--- src/rtl/core/two_touch_pinch_pan_tracker_top_macros.svh ---
// ----------------------------------------------------------------------------
// Two-touch pinch/pan tracker assertion macros
// Shared concurrent assertion forms for the tracker RTL.
// ----------------------------------------------------------------------------
`ifndef TWO_TOUCH_PINCH_PAN_TRACKER_TOP_MACROS_SVH
`define TWO_TOUCH_PINCH_PAN_TRACKER_TOP_MACROS_SVH

// The consequent must hold in the same cycle as the antecedent.
`define TTPP_ASSERT_IMP(label, clk, rstn, ante, cons) \
    label: assert property (@(posedge clk) disable iff (!(rstn)) (ante) |-> (cons)) \
        else $error("tracker assertion failed");

// The consequent must hold in the cycle after the antecedent.
`define TTPP_ASSERT_NEXT(label, clk, rstn, ante, cons) \
    label: assert property (@(posedge clk) disable iff (!(rstn)) (ante) |=> (cons)) \
        else $error("tracker assertion failed");

`endif

--- src/rtl/core/ttpp_pkg.sv ---
// ----------------------------------------------------------------------------
// Tracker package
// Field widths, default parameters and shared types of the tracker.
// ----------------------------------------------------------------------------
`default_nettype none

package ttpp_pkg;

    localparam int ID_BITS_DEF    = 8;
    localparam int COORD_BITS_DEF = 16;

    localparam int ID_W     = 8;
    localparam int COORD_W  = 16;
    localparam int OUT_W    = 18;
    localparam int S_DATA_W = 40;
    localparam int S_USER_W = 2;
    localparam int M_DATA_W = 56;
    localparam int M_USER_W = 1;

    localparam int QUEUE_DEPTH = 2;

    typedef struct packed {
        logic busy;
        logic done;
    } sqrt_stat_t;

endpackage

`default_nettype wire

--- src/rtl/core/ttpp_front.sv ---
// ----------------------------------------------------------------------------
// Tracker front end
// Accepts touch transactions, keeps the two lowest ids of the frame and
// hands a frame record to the queue at the end of each frame.
// ----------------------------------------------------------------------------
`default_nettype none

module ttpp_front #(
    parameter int ID_BITS    = ttpp_pkg::ID_BITS_DEF,
    parameter int COORD_BITS = ttpp_pkg::COORD_BITS_DEF,
    parameter int FW         = 2 + 2 * ID_BITS + 4 * COORD_BITS
) (
    input  wire                            aclk,
    input  wire                            aresetn,
    input  wire                            s_tvalid,
    output logic                           s_tready,
    input  wire  [ttpp_pkg::S_DATA_W-1:0]  s_tdata,
    input  wire  [ttpp_pkg::S_USER_W-1:0]  s_tuser,
    input  wire                            s_tlast,
    output logic                           q_push,
    output logic [FW-1:0]                  q_data,
    input  wire                            q_full
);

    localparam int IDX_W = (ID_BITS > ttpp_pkg::ID_W) ? ID_BITS : ttpp_pkg::ID_W;
    localparam int CX_W  = (COORD_BITS > ttpp_pkg::COORD_W) ? COORD_BITS : ttpp_pkg::COORD_W;

    logic                    low_v_reg, low_v_next;
    logic [ID_BITS-1:0]      low_id_reg, low_id_next;
    logic [2*COORD_BITS-1:0] low_xy_reg, low_xy_next;
    logic                    nxt_v_reg, nxt_v_next;
    logic [ID_BITS-1:0]      nxt_id_reg, nxt_id_next;
    logic [2*COORD_BITS-1:0] nxt_xy_reg, nxt_xy_next;

    logic                    accept;
    logic                    qualify;
    logic [IDX_W-1:0]        id_ext;
    logic [CX_W-1:0]         x_ext;
    logic [CX_W-1:0]         y_ext;
    logic [ID_BITS-1:0]      id;
    logic [2*COORD_BITS-1:0] xy;

    assign s_tready = !q_full;
    assign accept   = s_tvalid && s_tready;
    assign qualify  = s_tuser[0] && !s_tuser[1];
    assign id_ext   = IDX_W'(s_tdata[7:0]);
    assign x_ext    = CX_W'(s_tdata[23:8]);
    assign y_ext    = CX_W'(s_tdata[39:24]);
    assign id       = id_ext[ID_BITS-1:0];
    assign xy       = {y_ext[COORD_BITS-1:0], x_ext[COORD_BITS-1:0]};

    always_comb begin
        low_v_next  = low_v_reg;
        low_id_next = low_id_reg;
        low_xy_next = low_xy_reg;
        nxt_v_next  = nxt_v_reg;
        nxt_id_next = nxt_id_reg;
        nxt_xy_next = nxt_xy_reg;
        if (accept && qualify) begin
            if (!low_v_reg) begin
                low_v_next  = 1'b1;
                low_id_next = id;
                low_xy_next = xy;
            end else if (id < low_id_reg) begin
                nxt_v_next  = 1'b1;
                nxt_id_next = low_id_reg;
                nxt_xy_next = low_xy_reg;
                low_id_next = id;
                low_xy_next = xy;
            end else if (!nxt_v_reg || (id < nxt_id_reg)) begin
                nxt_v_next  = 1'b1;
                nxt_id_next = id;
                nxt_xy_next = xy;
            end
        end
    end

    assign q_push = accept && s_tlast;
    assign q_data = {nxt_xy_next, low_xy_next, nxt_id_next, low_id_next, nxt_v_next, low_v_next};

    always_ff @(posedge aclk) begin
        if (!aresetn) begin
            low_v_reg <= 1'b0;
            nxt_v_reg <= 1'b0;
        end else if (q_push) begin
            low_v_reg <= 1'b0;
            nxt_v_reg <= 1'b0;
        end else begin
            low_v_reg <= low_v_next;
            nxt_v_reg <= nxt_v_next;
        end
    end

    always_ff @(posedge aclk) begin
        low_id_reg <= low_id_next;
        low_xy_reg <= low_xy_next;
        nxt_id_reg <= nxt_id_next;
        nxt_xy_reg <= nxt_xy_next;
    end

endmodule

`default_nettype wire

--- src/rtl/core/ttpp_queue.sv ---
// ----------------------------------------------------------------------------
// Tracker frame queue
// Short first-in first-out queue of frame records between front and back.
// ----------------------------------------------------------------------------
`default_nettype none

module ttpp_queue #(
    parameter int W     = 8,
    parameter int DEPTH = ttpp_pkg::QUEUE_DEPTH
) (
    input  wire          aclk,
    input  wire          aresetn,
    input  wire          push,
    input  wire  [W-1:0] data_in,
    output logic         full,
    input  wire          pop,
    output logic         valid,
    output logic [W-1:0] data_out
);

    localparam int PW = (DEPTH > 1) ? $clog2(DEPTH) : 1;
    localparam int CW = $clog2(DEPTH + 1);

    logic [W-1:0]  entry_reg [DEPTH];
    logic [PW-1:0] wr_ptr_reg, rd_ptr_reg;
    logic [CW-1:0] count_reg;

    assign full     = (count_reg == CW'(DEPTH));
    assign valid    = (count_reg != '0);
    assign data_out = entry_reg[rd_ptr_reg];

    always_ff @(posedge aclk) begin
        if (!aresetn) begin
            wr_ptr_reg <= '0;
            rd_ptr_reg <= '0;
            count_reg  <= '0;
        end else begin
            if (push) begin
                wr_ptr_reg <= (wr_ptr_reg == PW'(DEPTH - 1)) ? '0 : wr_ptr_reg + PW'(1);
            end
            if (pop) begin
                rd_ptr_reg <= (rd_ptr_reg == PW'(DEPTH - 1)) ? '0 : rd_ptr_reg + PW'(1);
            end
            if (push && !pop) begin
                count_reg <= count_reg + CW'(1);
            end else if (pop && !push) begin
                count_reg <= count_reg - CW'(1);
            end
        end
    end

    always_ff @(posedge aclk) begin
        if (push) begin
            entry_reg[wr_ptr_reg] <= data_in;
        end
    end

endmodule

`default_nettype wire

--- src/rtl/core/ttpp_isqrt.sv ---
// ----------------------------------------------------------------------------
// Tracker integer square root
// Restoring square root, one root bit per cycle, rounded down.
// ----------------------------------------------------------------------------
`default_nettype none

module ttpp_isqrt #(
    parameter int N = 17
) (
    input  wire                  aclk,
    input  wire                  aresetn,
    input  wire                  start,
    input  wire  [2*N-1:0]       radicand,
    output ttpp_pkg::sqrt_stat_t stat,
    output logic [N-1:0]         root
);

    localparam int CW = $clog2(N + 1);

    logic [2*N-1:0] rad_reg;
    logic [N:0]     rem_reg;
    logic [N-1:0]   root_reg;
    logic [CW-1:0]  cnt_reg;
    logic           done_reg;

    logic [N+1:0]   rem_t;
    logic [N+1:0]   trial;
    logic           fit;

    assign rem_t = {rem_reg[N-1:0], rad_reg[2*N-1:2*N-2]};
    assign trial = {root_reg, 2'b01};
    assign fit   = (rem_t >= trial);

    assign stat.busy = (cnt_reg != '0);
    assign stat.done = done_reg;
    assign root      = root_reg;

    always_ff @(posedge aclk) begin
        if (!aresetn) begin
            cnt_reg  <= '0;
            done_reg <= 1'b0;
        end else if (start) begin
            cnt_reg  <= CW'(N);
            done_reg <= 1'b0;
        end else if (stat.busy) begin
            cnt_reg <= cnt_reg - CW'(1);
            if (cnt_reg == CW'(1)) begin
                done_reg <= 1'b1;
            end
        end
    end

    always_ff @(posedge aclk) begin
        if (start) begin
            rad_reg  <= radicand;
            rem_reg  <= '0;
            root_reg <= '0;
        end else if (stat.busy) begin
            rad_reg <= {rad_reg[2*N-3:0], 2'b00};
            if (fit) begin
                rem_reg  <= (N+1)'(rem_t - trial);
                root_reg <= {root_reg[N-2:0], 1'b1};
            end else begin
                rem_reg  <= rem_t[N:0];
                root_reg <= {root_reg[N-2:0], 1'b0};
            end
        end
    end

endmodule

`default_nettype wire

--- src/rtl/core/ttpp_back.sv ---
// ----------------------------------------------------------------------------
// Tracker back end
// Takes frame records from the queue, computes distance and midpoint sums,
// tracks the finger pair and drives the result register.
// ----------------------------------------------------------------------------
`default_nettype none

module ttpp_back #(
    parameter int ID_BITS    = ttpp_pkg::ID_BITS_DEF,
    parameter int COORD_BITS = ttpp_pkg::COORD_BITS_DEF,
    parameter int FW         = 2 + 2 * ID_BITS + 4 * COORD_BITS
) (
    input  wire                            aclk,
    input  wire                            aresetn,
    input  wire                            q_valid,
    input  wire  [FW-1:0]                  q_data,
    output logic                           q_pop,
    output logic                           m_tvalid,
    input  wire                            m_tready,
    output logic [ttpp_pkg::M_DATA_W-1:0]  m_tdata,
    output logic [ttpp_pkg::M_USER_W-1:0]  m_tuser
);

    localparam int C     = COORD_BITS;
    localparam int N     = COORD_BITS + 1;
    localparam int OW    = ttpp_pkg::OUT_W;
    localparam int EXT_W = (N > OW) ? N : OW;

    typedef enum logic [5:0] {
        ST_IDLE = 6'b000001,
        ST_SQX  = 6'b000010,
        ST_SQY  = 6'b000100,
        ST_SUM  = 6'b001000,
        ST_ROOT = 6'b010000,
        ST_OUT  = 6'b100000
    } state_t;

    state_t state_reg, state_next;

    logic                 low_v, nxt_v;
    logic [ID_BITS-1:0]   low_id, nxt_id;
    logic [C-1:0]         ax, ay, bx, by;

    logic                 both_reg;
    logic [2*ID_BITS-1:0] pair_reg;
    logic [C-1:0]         adx_reg, ady_reg;
    logic [N-1:0]         sx_reg, sy_reg;
    logic [2*C-1:0]       sqx_reg, sqy_reg;
    logic [C-1:0]         mul_in;
    logic [2*C-1:0]       product;

    logic                 tracking_reg;
    logic [2*ID_BITS-1:0] tpair_reg;
    logic [N-1:0]         pdist_reg;
    logic [N-1:0]         psx_reg, psy_reg;

    logic                 sq_start;
    logic [2*N-1:0]       radicand;
    ttpp_pkg::sqrt_stat_t sq_stat;
    logic [N-1:0]         sq_root;

    logic                 out_free;
    logic                 same;
    logic [EXT_W-1:0]     e_dist, e_pdist, e_sx, e_psx, e_sy, e_psy;
    logic [OW-1:0]        pinch, pan_x, pan_y;

    logic                 m_tvalid_reg;
    logic [ttpp_pkg::M_DATA_W-1:0] m_tdata_reg;
    logic [ttpp_pkg::M_USER_W-1:0] m_tuser_reg;

    assign {bx, by} = {q_data[2+2*ID_BITS+2*C +: C], q_data[2+2*ID_BITS+3*C +: C]};
    assign {ax, ay} = {q_data[2+2*ID_BITS +: C], q_data[2+2*ID_BITS+C +: C]};
    assign nxt_id   = q_data[2+ID_BITS +: ID_BITS];
    assign low_id   = q_data[2 +: ID_BITS];
    assign nxt_v    = q_data[1];
    assign low_v    = q_data[0];

    assign q_pop    = (state_reg == ST_IDLE) && q_valid;
    assign out_free = !m_tvalid_reg || m_tready;

    assign mul_in   = (state_reg == ST_SQX) ? adx_reg : ady_reg;
    assign product  = mul_in * mul_in;

    assign sq_start = (state_reg == ST_SUM);
    assign radicand = (2*N)'(sqx_reg) + (2*N)'(sqy_reg);

    ttpp_isqrt #(
        .N(N)
    ) u_isqrt (
        .aclk     (aclk),
        .aresetn  (aresetn),
        .start    (sq_start),
        .radicand (radicand),
        .stat     (sq_stat),
        .root     (sq_root)
    );

    assign same    = tracking_reg && (tpair_reg == pair_reg);
    assign e_dist  = EXT_W'(sq_root);
    assign e_pdist = EXT_W'(pdist_reg);
    assign e_sx    = EXT_W'(sx_reg);
    assign e_psx   = EXT_W'(psx_reg);
    assign e_sy    = EXT_W'(sy_reg);
    assign e_psy   = EXT_W'(psy_reg);
    assign pinch   = e_dist[OW-1:0] - e_pdist[OW-1:0];
    assign pan_x   = e_sx[OW-1:0] - e_psx[OW-1:0];
    assign pan_y   = e_sy[OW-1:0] - e_psy[OW-1:0];

    always_comb begin
        state_next = state_reg;
        case (state_reg)
            ST_IDLE: begin
                if (q_valid) begin
                    state_next = (low_v && nxt_v) ? ST_SQX : ST_OUT;
                end
            end
            ST_SQX:  state_next = ST_SQY;
            ST_SQY:  state_next = ST_SUM;
            ST_SUM:  state_next = ST_ROOT;
            ST_ROOT: begin
                if (sq_stat.done) begin
                    state_next = ST_OUT;
                end
            end
            ST_OUT: begin
                if (out_free) begin
                    state_next = ST_IDLE;
                end
            end
            default: state_next = ST_IDLE;
        endcase
    end

    always_ff @(posedge aclk) begin
        if (!aresetn) begin
            state_reg    <= ST_IDLE;
            tracking_reg <= 1'b0;
            m_tvalid_reg <= 1'b0;
        end else begin
            state_reg <= state_next;
            if (state_reg == ST_OUT && out_free) begin
                m_tvalid_reg <= 1'b1;
                tracking_reg <= both_reg;
            end else if (m_tready) begin
                m_tvalid_reg <= 1'b0;
            end
        end
    end

    always_ff @(posedge aclk) begin
        case (state_reg)
            ST_IDLE: begin
                if (q_valid) begin
                    both_reg <= low_v && nxt_v;
                    pair_reg <= {nxt_id, low_id};
                    adx_reg  <= (bx >= ax) ? (bx - ax) : (ax - bx);
                    ady_reg  <= (by >= ay) ? (by - ay) : (ay - by);
                    sx_reg   <= N'(ax) + N'(bx);
                    sy_reg   <= N'(ay) + N'(by);
                end
            end
            ST_SQX: sqx_reg <= product;
            ST_SQY: sqy_reg <= product;
            ST_OUT: begin
                if (out_free) begin
                    if (both_reg) begin
                        m_tuser_reg <= 1'b1;
                        m_tdata_reg <= same ? {2'b00, pan_y, pan_x, pinch} : '0;
                        tpair_reg   <= pair_reg;
                        pdist_reg   <= sq_root;
                        psx_reg     <= sx_reg;
                        psy_reg     <= sy_reg;
                    end else begin
                        m_tuser_reg <= 1'b0;
                        m_tdata_reg <= '0;
                    end
                end
            end
            default: begin
            end
        endcase
    end

    assign m_tvalid = m_tvalid_reg;
    assign m_tdata  = m_tdata_reg;
    assign m_tuser  = m_tuser_reg;

endmodule

`default_nettype wire

--- src/rtl/core/two_touch_pinch_pan_tracker_top.sv ---
// ----------------------------------------------------------------------------
// Two-touch pinch/pan tracker
// Tracks the two lowest-id touches of each frame and reports pinch and pan
// changes against the previous frame once per frame.
//
//   Channel  Dir  Handshake          Contents
//   s_       in   s_tvalid/s_tready  touch point, tlast closes the frame
//   m_       out  m_tvalid/m_tready  one gesture result per frame
//
// The front end takes one transaction per cycle while the frame queue has room.
// The back end takes a frame with two touches through the SQX, SQY, SUM and
// ROOT states, where the square root unit resolves one root bit per cycle, and
// then to ST_OUT; a frame without goes from ST_IDLE straight to ST_OUT. Reset
// is synchronous and active low and clears the tracking flag. A stalled result
// holds in the output register while the back end finishes the next frame and
// up to two further frames wait in the queue before s_tready drops.
// ----------------------------------------------------------------------------
`default_nettype none

`include "two_touch_pinch_pan_tracker_top_macros.svh"

module two_touch_pinch_pan_tracker_top #(
    parameter int ID_BITS    = ttpp_pkg::ID_BITS_DEF,
    parameter int COORD_BITS = ttpp_pkg::COORD_BITS_DEF
) (
    input  wire                            aclk,
    input  wire                            aresetn,
    input  wire                            s_tvalid,
    output logic                           s_tready,
    // touch_id [7:0], touch_x [23:8], touch_y [39:24]
    input  wire  [ttpp_pkg::S_DATA_W-1:0]  s_tdata,
    // has_touch [0], touch_ended [1]
    input  wire  [ttpp_pkg::S_USER_W-1:0]  s_tuser,
    input  wire                            s_tlast,
    output logic                           m_tvalid,
    input  wire                            m_tready,
    // pinch_delta [17:0], pan_delta_x [35:18], pan_delta_y [53:36], zero [55:54]
    output logic [ttpp_pkg::M_DATA_W-1:0]  m_tdata,
    // gesture_active [0]
    output logic [ttpp_pkg::M_USER_W-1:0]  m_tuser
);

    localparam int FW = 2 + 2 * ID_BITS + 4 * COORD_BITS;

    logic          q_push;
    logic [FW-1:0] q_in;
    logic          q_full;
    logic          q_pop;
    logic          q_valid;
    logic [FW-1:0] q_out;

    ttpp_front #(
        .ID_BITS    (ID_BITS),
        .COORD_BITS (COORD_BITS),
        .FW         (FW)
    ) u_front (
        .aclk     (aclk),
        .aresetn  (aresetn),
        .s_tvalid (s_tvalid),
        .s_tready (s_tready),
        .s_tdata  (s_tdata),
        .s_tuser  (s_tuser),
        .s_tlast  (s_tlast),
        .q_push   (q_push),
        .q_data   (q_in),
        .q_full   (q_full)
    );

    ttpp_queue #(
        .W     (FW),
        .DEPTH (ttpp_pkg::QUEUE_DEPTH)
    ) u_queue (
        .aclk     (aclk),
        .aresetn  (aresetn),
        .push     (q_push),
        .data_in  (q_in),
        .full     (q_full),
        .pop      (q_pop),
        .valid    (q_valid),
        .data_out (q_out)
    );

    ttpp_back #(
        .ID_BITS    (ID_BITS),
        .COORD_BITS (COORD_BITS),
        .FW         (FW)
    ) u_back (
        .aclk     (aclk),
        .aresetn  (aresetn),
        .q_valid  (q_valid),
        .q_data   (q_out),
        .q_pop    (q_pop),
        .m_tvalid (m_tvalid),
        .m_tready (m_tready),
        .m_tdata  (m_tdata),
        .m_tuser  (m_tuser)
    );

    `TTPP_ASSERT_IMP(a_full_stalls_input, aclk, aresetn, q_full, !s_tready)
    `TTPP_ASSERT_IMP(a_pop_needs_frame, aclk, aresetn, q_pop, q_valid)
    `TTPP_ASSERT_NEXT(a_push_fills_queue, aclk, aresetn, q_push, q_valid)
    `TTPP_ASSERT_IMP(a_inactive_zero, aclk, aresetn, m_tvalid && !m_tuser[0], m_tdata == '0)

endmodule

`default_nettype wire
--- config.mk ---
export PLATFORM = sky130hd
export DESIGN_NAME = two_touch_pinch_pan_tracker_top
export DESIGN_NICKNAME = d
export VERILOG_FILES = /design/src/rtl/core/ttpp_pkg.sv /design/src/rtl/core/ttpp_front.sv /design/src/rtl/core/ttpp_queue.sv /design/src/rtl/core/ttpp_isqrt.sv /design/src/rtl/core/ttpp_back.sv /design/src/rtl/core/two_touch_pinch_pan_tracker_top.sv
export VERILOG_INCLUDE_DIRS = /design/src /design/src/rtl/core
export SDC_FILE = /design/constraint.sdc
export NUM_CORES = 2
export LEC_CHECK = 0
export BUFFER_PORTS_ARGS = -buffer_cell sky130_fd_sc_hd__buf_2
export CELL_PAD_IN_SITES_DETAIL_PLACEMENT = 2
export CELL_PAD_IN_SITES_GLOBAL_PLACEMENT = 2
export CORE_MARGIN = 2
export CORE_UTILIZATION = 39
export CTS_CLUSTER_DIAMETER = 120
export CTS_CLUSTER_SIZE = 25
export DETAILED_ROUTE_END_ITERATION = 8
export GPL_TIMING_DRIVEN = 0
export PLACE_DENSITY_LB_ADDON = 0.15
export SYNTH_ARGS = -nofsm -noshare
export SYNTH_HDL_FRONTEND = slang
export SYNTH_SLANG_ARGS = --single-unit
--- constraint.sdc ---
create_clock -name aclk -period 14.3 [get_ports aclk]
set_input_delay 2.86 -clock aclk [delete_from_list [all_inputs] [get_ports aclk]]
set_output_delay 2.86 -clock aclk [all_outputs]
set_load 0.1 [all_outputs]
Word-level counts from Yosys, hierarchy flattened
Memory sizes are Yosys's and may differ from the RTL's. A register that Yosys moved wholly into a read port is not among the register bits.
Cells that the tools add are included.
Widths: inputs -> output; s select.
- RAM bits: 164
- input bits: 47
- memories: 1
- word-level logic and storage cells: 144
- output and inout bits: 59
- register bits: 439
- $mul: 1
- equal/unequal tests: 12
- reduce and logical (&&, ||, !) cells: 31
- $add $sub $neg: 16
- bitwise gates (word level): 1
- muxes and demuxes: 44
- magnitude comparators: 5
- memory list (name ; depth ; bits a word ; read ports ; clocked after memory_dff ; write ports ; line ; source):
    u_queue.entry_reg ; 2 ; 82 ; 1 ; 1 ; 1 ; ttpp_queue.sv:24 ; logic [W-1:0] entry_reg [DEPTH];
- operator list (operator ; number):
    $mux 32 ; 7
    $mux 34 ; 2
    $sub 16x16->16 ; 4
    $mux 8 ; 7
    $sub 17x17->18 ; 3
    $mux 16 ; 3
    $pmux 6 s6 ; 1
    $add 16x16->17 ; 2
    $add 32x32->33 ; 1
    $ge 16x16->1 ; 2
    $mul 16x16->32 ; 1
    $mux 6 ; 4
    $ge 19x19->1 ; 1
    $mux 17 ; 1
    $sub 17x17->17 ; 1
    $eq 16x16->1 ; 1
    $lt 8x8->1 ; 2
    $mux 1 ; 15
    $logic_and 1x1->1 ; 10
    $mux 5 ; 2
    $reduce_and 2->1 ; 4
    $reduce_bool 2->1 ; 4
    $eq 6x1->1 const B ; 1
    $eq 6x2->1 const B ; 1
    19 further kinds ; 30

Logic depth before layout (Yosys ltp)
- word-level depth: 8
- mapped depth: 30
- mapped depth without buffers: 29

By module
A second synthesis with hierarchy kept.
- cells, all modules: 3451
- area total of the unflattened synthesis: 38245.4 sq um
- modules (own cells, without submodules) (module ; area an instance (sq um) ; instances ; seq. area each (sq um) ; cells each):
    ttpp_back ; 24413.4 ; 1 ; 8117.8 ; 2438
    ttpp_queue ; 6167.2 ; 1 ; 5024.8 ; 277
    ttpp_isqrt ; 4022.6 ; 1 ; 1821.7 ; 400
    ttpp_front ; 3642.2 ; 1 ; 1641.6 ; 336

Worst setup path before layout
OpenSTA, ideal clock, no wires.
- path type: input -> register
- start: in m_tready
- end: reg u_back.pdist_reg[0], enable pin
- data required time: 13.867 ns
- path buffers: 0
- slack: 6.482 ns
- stages: 3
- library setup time: 0.433 ns
- arrival time: 7.385 ns
- cell sequence: nand2b_1 -> nor2b_1 -> and2_1
- word-level cells in the longest chain between the ends: 2
- RTL lines (element ; line ; source):
    start: declaration ; two_touch_pinch_pan_tracker_top.sv:36 ; input wire m_tready,
    $logic_or 1x1->1 ; ttpp_back.sv:79 ; assign out_free = !m_tvalid_reg || m_tready;
    $reduce_and 3->1 (no line) ; -- ;
    end signal: assignment ; ttpp_back.sv:170 ; pdist_reg <= sq_root;
    end: declaration ; ttpp_back.sv:54 ; logic [N-1:0] pdist_reg;
No other way between the ends.
A chain may end at the register's enable or synchronous reset.

Worst setup path in the final report
- start: reg u_back.state_reg[0]
- end: reg u_back.sqy_reg[31] (data pin)
- word-level cells in the longest chain between the ends: 3
- RTL lines (element ; line ; source):
    start: declaration ; ttpp_back.sv:38 ; state_t state_reg, state_next;
    start signal: assignment ; ttpp_back.sv:140 ; state_reg <= state_next;
    $eq 6x2->1 ; ttpp_back.sv:81 ; assign mul_in = (state_reg == ST_SQX) ? adx_reg : ady_reg;
    $mux 16 ; ttpp_back.sv:81 ;
    $mul 16x16->32 ; ttpp_back.sv:82 ; assign product = mul_in * mul_in;
    net u_back.product[31] ; ttpp_back.sv:50 ; logic [2*C-1:0] product;
    end signal: assignment ; ttpp_back.sv:163 ; ST_SQY: sqy_reg <= product;
    end: declaration ; ttpp_back.sv:48 ; logic [2*C-1:0] sqx_reg, sqy_reg;
The timed path passes the listed nets, and every way through them passes these cells.

==> results.sh <==
export IMPL_status="completed"
export IMPL_chipWidth_um=309
export IMPL_viasPerCell=5.24
export IMPL_synthCells=3315
export IMPL_numCtsBuffers=29
export IMPL_period_minus_slack_ns=9.65
export IMPL_synth_area_mm2=0.0363
export IMPL_crit_cells=24
export IMPL_postCtsHoldBufs=0
export IMPL_critical_path_top_delay_family="adder cells"
export IMPL_yosys_area_top_type="edfxtp_1"
export IMPL_ys_seq_area_share_pct=45.7
export IMPL_setup_worst_path_end="u_back.sqy_reg[31]"
export IMPL_crit_required_ns=14.78
export IMPL_overflow=0
export IMPL_max_clock_path_buffers=3
export IMPL_htreeDepth=1
export IMPL_avgSynthCellArea_um2=11.0
export IMPL_ant_nets=0
export IMPL_startpoint="u_back.state_reg[0]"
export IMPL_rows=111
export IMPL_cts_tree="built"
export IMPL_hpwl_mm=83.1
export IMPL_reg2reg_from="u_back.state_reg[0]"
export IMPL_cts_sinks=598
export IMPL_n_antenna_cell=0
export IMPL_worst_path_buf_inv=6
export IMPL_port_buffers=103
export IMPL_cp_start_kind="flop"
export IMPL_drive_gt1_share_pct=7.07
export IMPL_async_reset_ff_share_pct=0
export IMPL_synth_seq_cells=598
export IMPL_hold_viol_final=0
export IMPL_cp_max_fo=10
export IMPL_cp_arrival_ns=10.12
export IMPL_clkSlewWorstSetupHoldPaths_ns=0.11
export IMPL_worst_r2r_endpoint="u_back.sqy_reg[31]"
export IMPL_vias=24800
export IMPL_yosysUniqueCellTypes=75
export IMPL_tns_ns=0
export IMPL_gp_congestion=0.844
export IMPL_synthDominantCellAreaShare_pct=38.3
export IMPL_route_detailed_drc=0
export IMPL_postCtsSetupRepairBufs=0
export IMPL_synth_edff_count=463
export IMPL_drv_slew=0
export IMPL_crit_chain="nor4_1 > nand3b_1 > clkbuf_1 > mux2i_1 > clkinv_1 > nand2_1 > fa_1 > fa_1 > inv_1 > fa_1 > fa_1 > fa_1 > inv_1 > fa_1 > inv_1 > ha_1 > inv_1 > o31a_1 > o31a_1 > o41ai_4 > a221o_1 > a31o_1 > a21oi_1 > xnor2_1"
export IMPL_drt_iter0_markers=1010
export IMPL_wirelength_mm=104
export IMPL_synthFlopType="edfxtp_1"
export IMPL_antenna_found_initial=3
export IMPL_yosysWarnings=0
export IMPL_crit_top_cell="fa_1"
export IMPL_core_region_area_mm2=0.0919
export IMPL_largest_register_ffs=164
export IMPL_hold_path_class="reg2reg"
export IMPL_max_slew_margin_pct=12.3
export IMPL_nNetsFinal=3985
export IMPL_dieArea_mm2=0.0956
export IMPL_num_io_pins=106
export IMPL_grt_usage_pct=21.8
export IMPL_critPathMaxStageDelay_ns=1.01
export IMPL_rr_worst_depth=24
export IMPL_clkLatencyLatePin_ns=0.66
export IMPL_cp_slowest_cell="mux2i_1"
export IMPL_cap_viol_max_count=0
export IMPL_worstMarginPinSlew_ns=1.28
export IMPL_clock_skew_ns=0.0461
export IMPL_setup_viol=0
export IMPL_grt_max_degree=76
export IMPL_rsz0062_at_grt="no"
export IMPL_grt_pass1_wl_mm=162
export IMPL_end_kind="flop"
export IMPL_grt_pass1_vias=28200
export IMPL_syn_to_final_growth_pct=8.86
export IMPL_ff2ff_setup_slack_ns=4.65
export IMPL_synth_area_top_cells="edfxtp_1 38%, ha_1 11%, fa_1 9.4%"
export IMPL_fmax_mhz=104
export IMPL_die_y_um=309
export IMPL_final_period_utilization_pct=67.5
export IMPL_wl_per_cell_um=21.9
export IMPL_criticalPathCategory="reg2reg"
export IMPL_detail_route_first_pass_iterations=7
export IMPL_cts_resized=0
export IMPL_cts_root_buf="clkbuf_16"
export IMPL_floorplan_initialDensity_pct=39.5
Yosys cell counts (7+ instances only):
cell type / n
a2111oi_0: 7
a211oi_1: 21
a21boi_0: 12
a21o_1: 67
a21oi_1: 226
a31oi_1: 18
and2_1: 11
and3_1: 15
buf_1: 9
buf_2: 9
clkbuf_1: 76
dfxtp_1: 135
edfxtp_1: 463
fa_1: 171
ha_1: 310
inv_1: 449
mux2_2: 53
mux2i_1: 97
nand2_1: 246
nand2b_1: 21
nand3_1: 26
nand4_1: 14
nor2_1: 244
nor2b_1: 39
nor3_1: 54
nor4_1: 8
o211ai_1: 7
o21a_1: 20
o21ai_0: 122
o21bai_1: 30
o22ai_1: 43
o31a_1: 7
o31ai_1: 8
or3_1: 9
xnor2_1: 125
xor2_1: 56
cells by family after synthesis:
family / synth area share (%)
flops: 45.7
other cells: 0.0103
buf+inv: 5.81
compound gates: 10.9
simple gates: 8.72
fa+ha+maj: 20.1
mux: 4.32
xor+xnor: 4.37
routing by layer:
| layer | part of all wire, % | vias to the layer above | track usage, % |
|---|---|---|---|
| li1 | - | 11600 | - |
| met5 | 0 | - | 0 |
| met3 | 2.1 | 104 | 1.62 |
| met2 | 52 | 262 | 40.4 |
| met4 | 1.9 | 0 | 4.34 |
| met1 | 44 | 12800 | 27.7 |
layout make-up:
cell class                 instances  area (um^2)
buffer                            98          402
clock buffer                      50          878
clock inverter                     4         65.1
fill                            9672        52400
inverter                         455         1710
multi-input combinational       2165        17600
sequential                       598        16600
tap                             1243         1560
timing repair buffer             110          671
cell usage in the layout (no fill, tap or decap), types with 10 or more instances in the layout:
cell,synthesis,layout
a211oi_1,21,21
a21boi_0,12,12
a21o_1,67,67
a21oi_1,226,226
a31oi_1,18,18
and2_1,11,10
and3_1,15,15
buf_2,9,112
clkbuf_1,76,93
clkbuf_16,0,32
dfxtp_1,135,135
edfxtp_1,463,463
fa_1,171,171
ha_1,310,310
inv_1,449,448
mux2_2,53,53
mux2i_1,97,96
nand2_1,246,245
nand2b_1,21,21
nand3_1,26,26
nand4_1,14,14
nor2_1,244,242
nor2b_1,39,38
nor3_1,54,54
o21a_1,20,20
o21ai_0,122,122
o21bai_1,30,30
o22ai_1,43,43
xnor2_1,125,125
xor2_1,56,56
worst min path at each step:
stage                      startpoint                 end  slack, ns  depth (start not counted)
CTS                  u_back.sx_reg[6]   u_back.psx_reg[6]       0.47                          0
detailed placement   u_back.sx_reg[6]   u_back.psx_reg[6]       0.44                          0
global placement    u_back.adx_reg[0]   u_back.psx_reg[0]       0.44                          0
floorplan           u_back.adx_reg[0]   u_back.psx_reg[0]       0.43                          0
global route        u_back.sy_reg[14]  u_back.psy_reg[14]       0.48                          0
finish              u_back.sy_reg[14]  u_back.psy_reg[14]       0.46                          0
stage by stage:
step / setup WS [ns] / instances / hold WS [ns] / util (%) / cell area (um^2)
floorplan: 6.48 / 3316 / 0.426 / - / 36300
global placement: 4.11 / 4662 / 0.438 / 41.8 / 38400
detailed placement: 4.58 / 4669 / 0.442 / 42.0 / 38600
CTS: 4.54 / 4723 / 0.467 / 43.0 / 39500
global route: 4.12 / 4723 / 0.478 / 43.0 / 39500
finish: 4.65 / 4723 / 0.462 / 43.0 / 39500
Power is not shown: default switching activity piles up to over one toggle a cycle in this logic, so the estimate is an artifact.
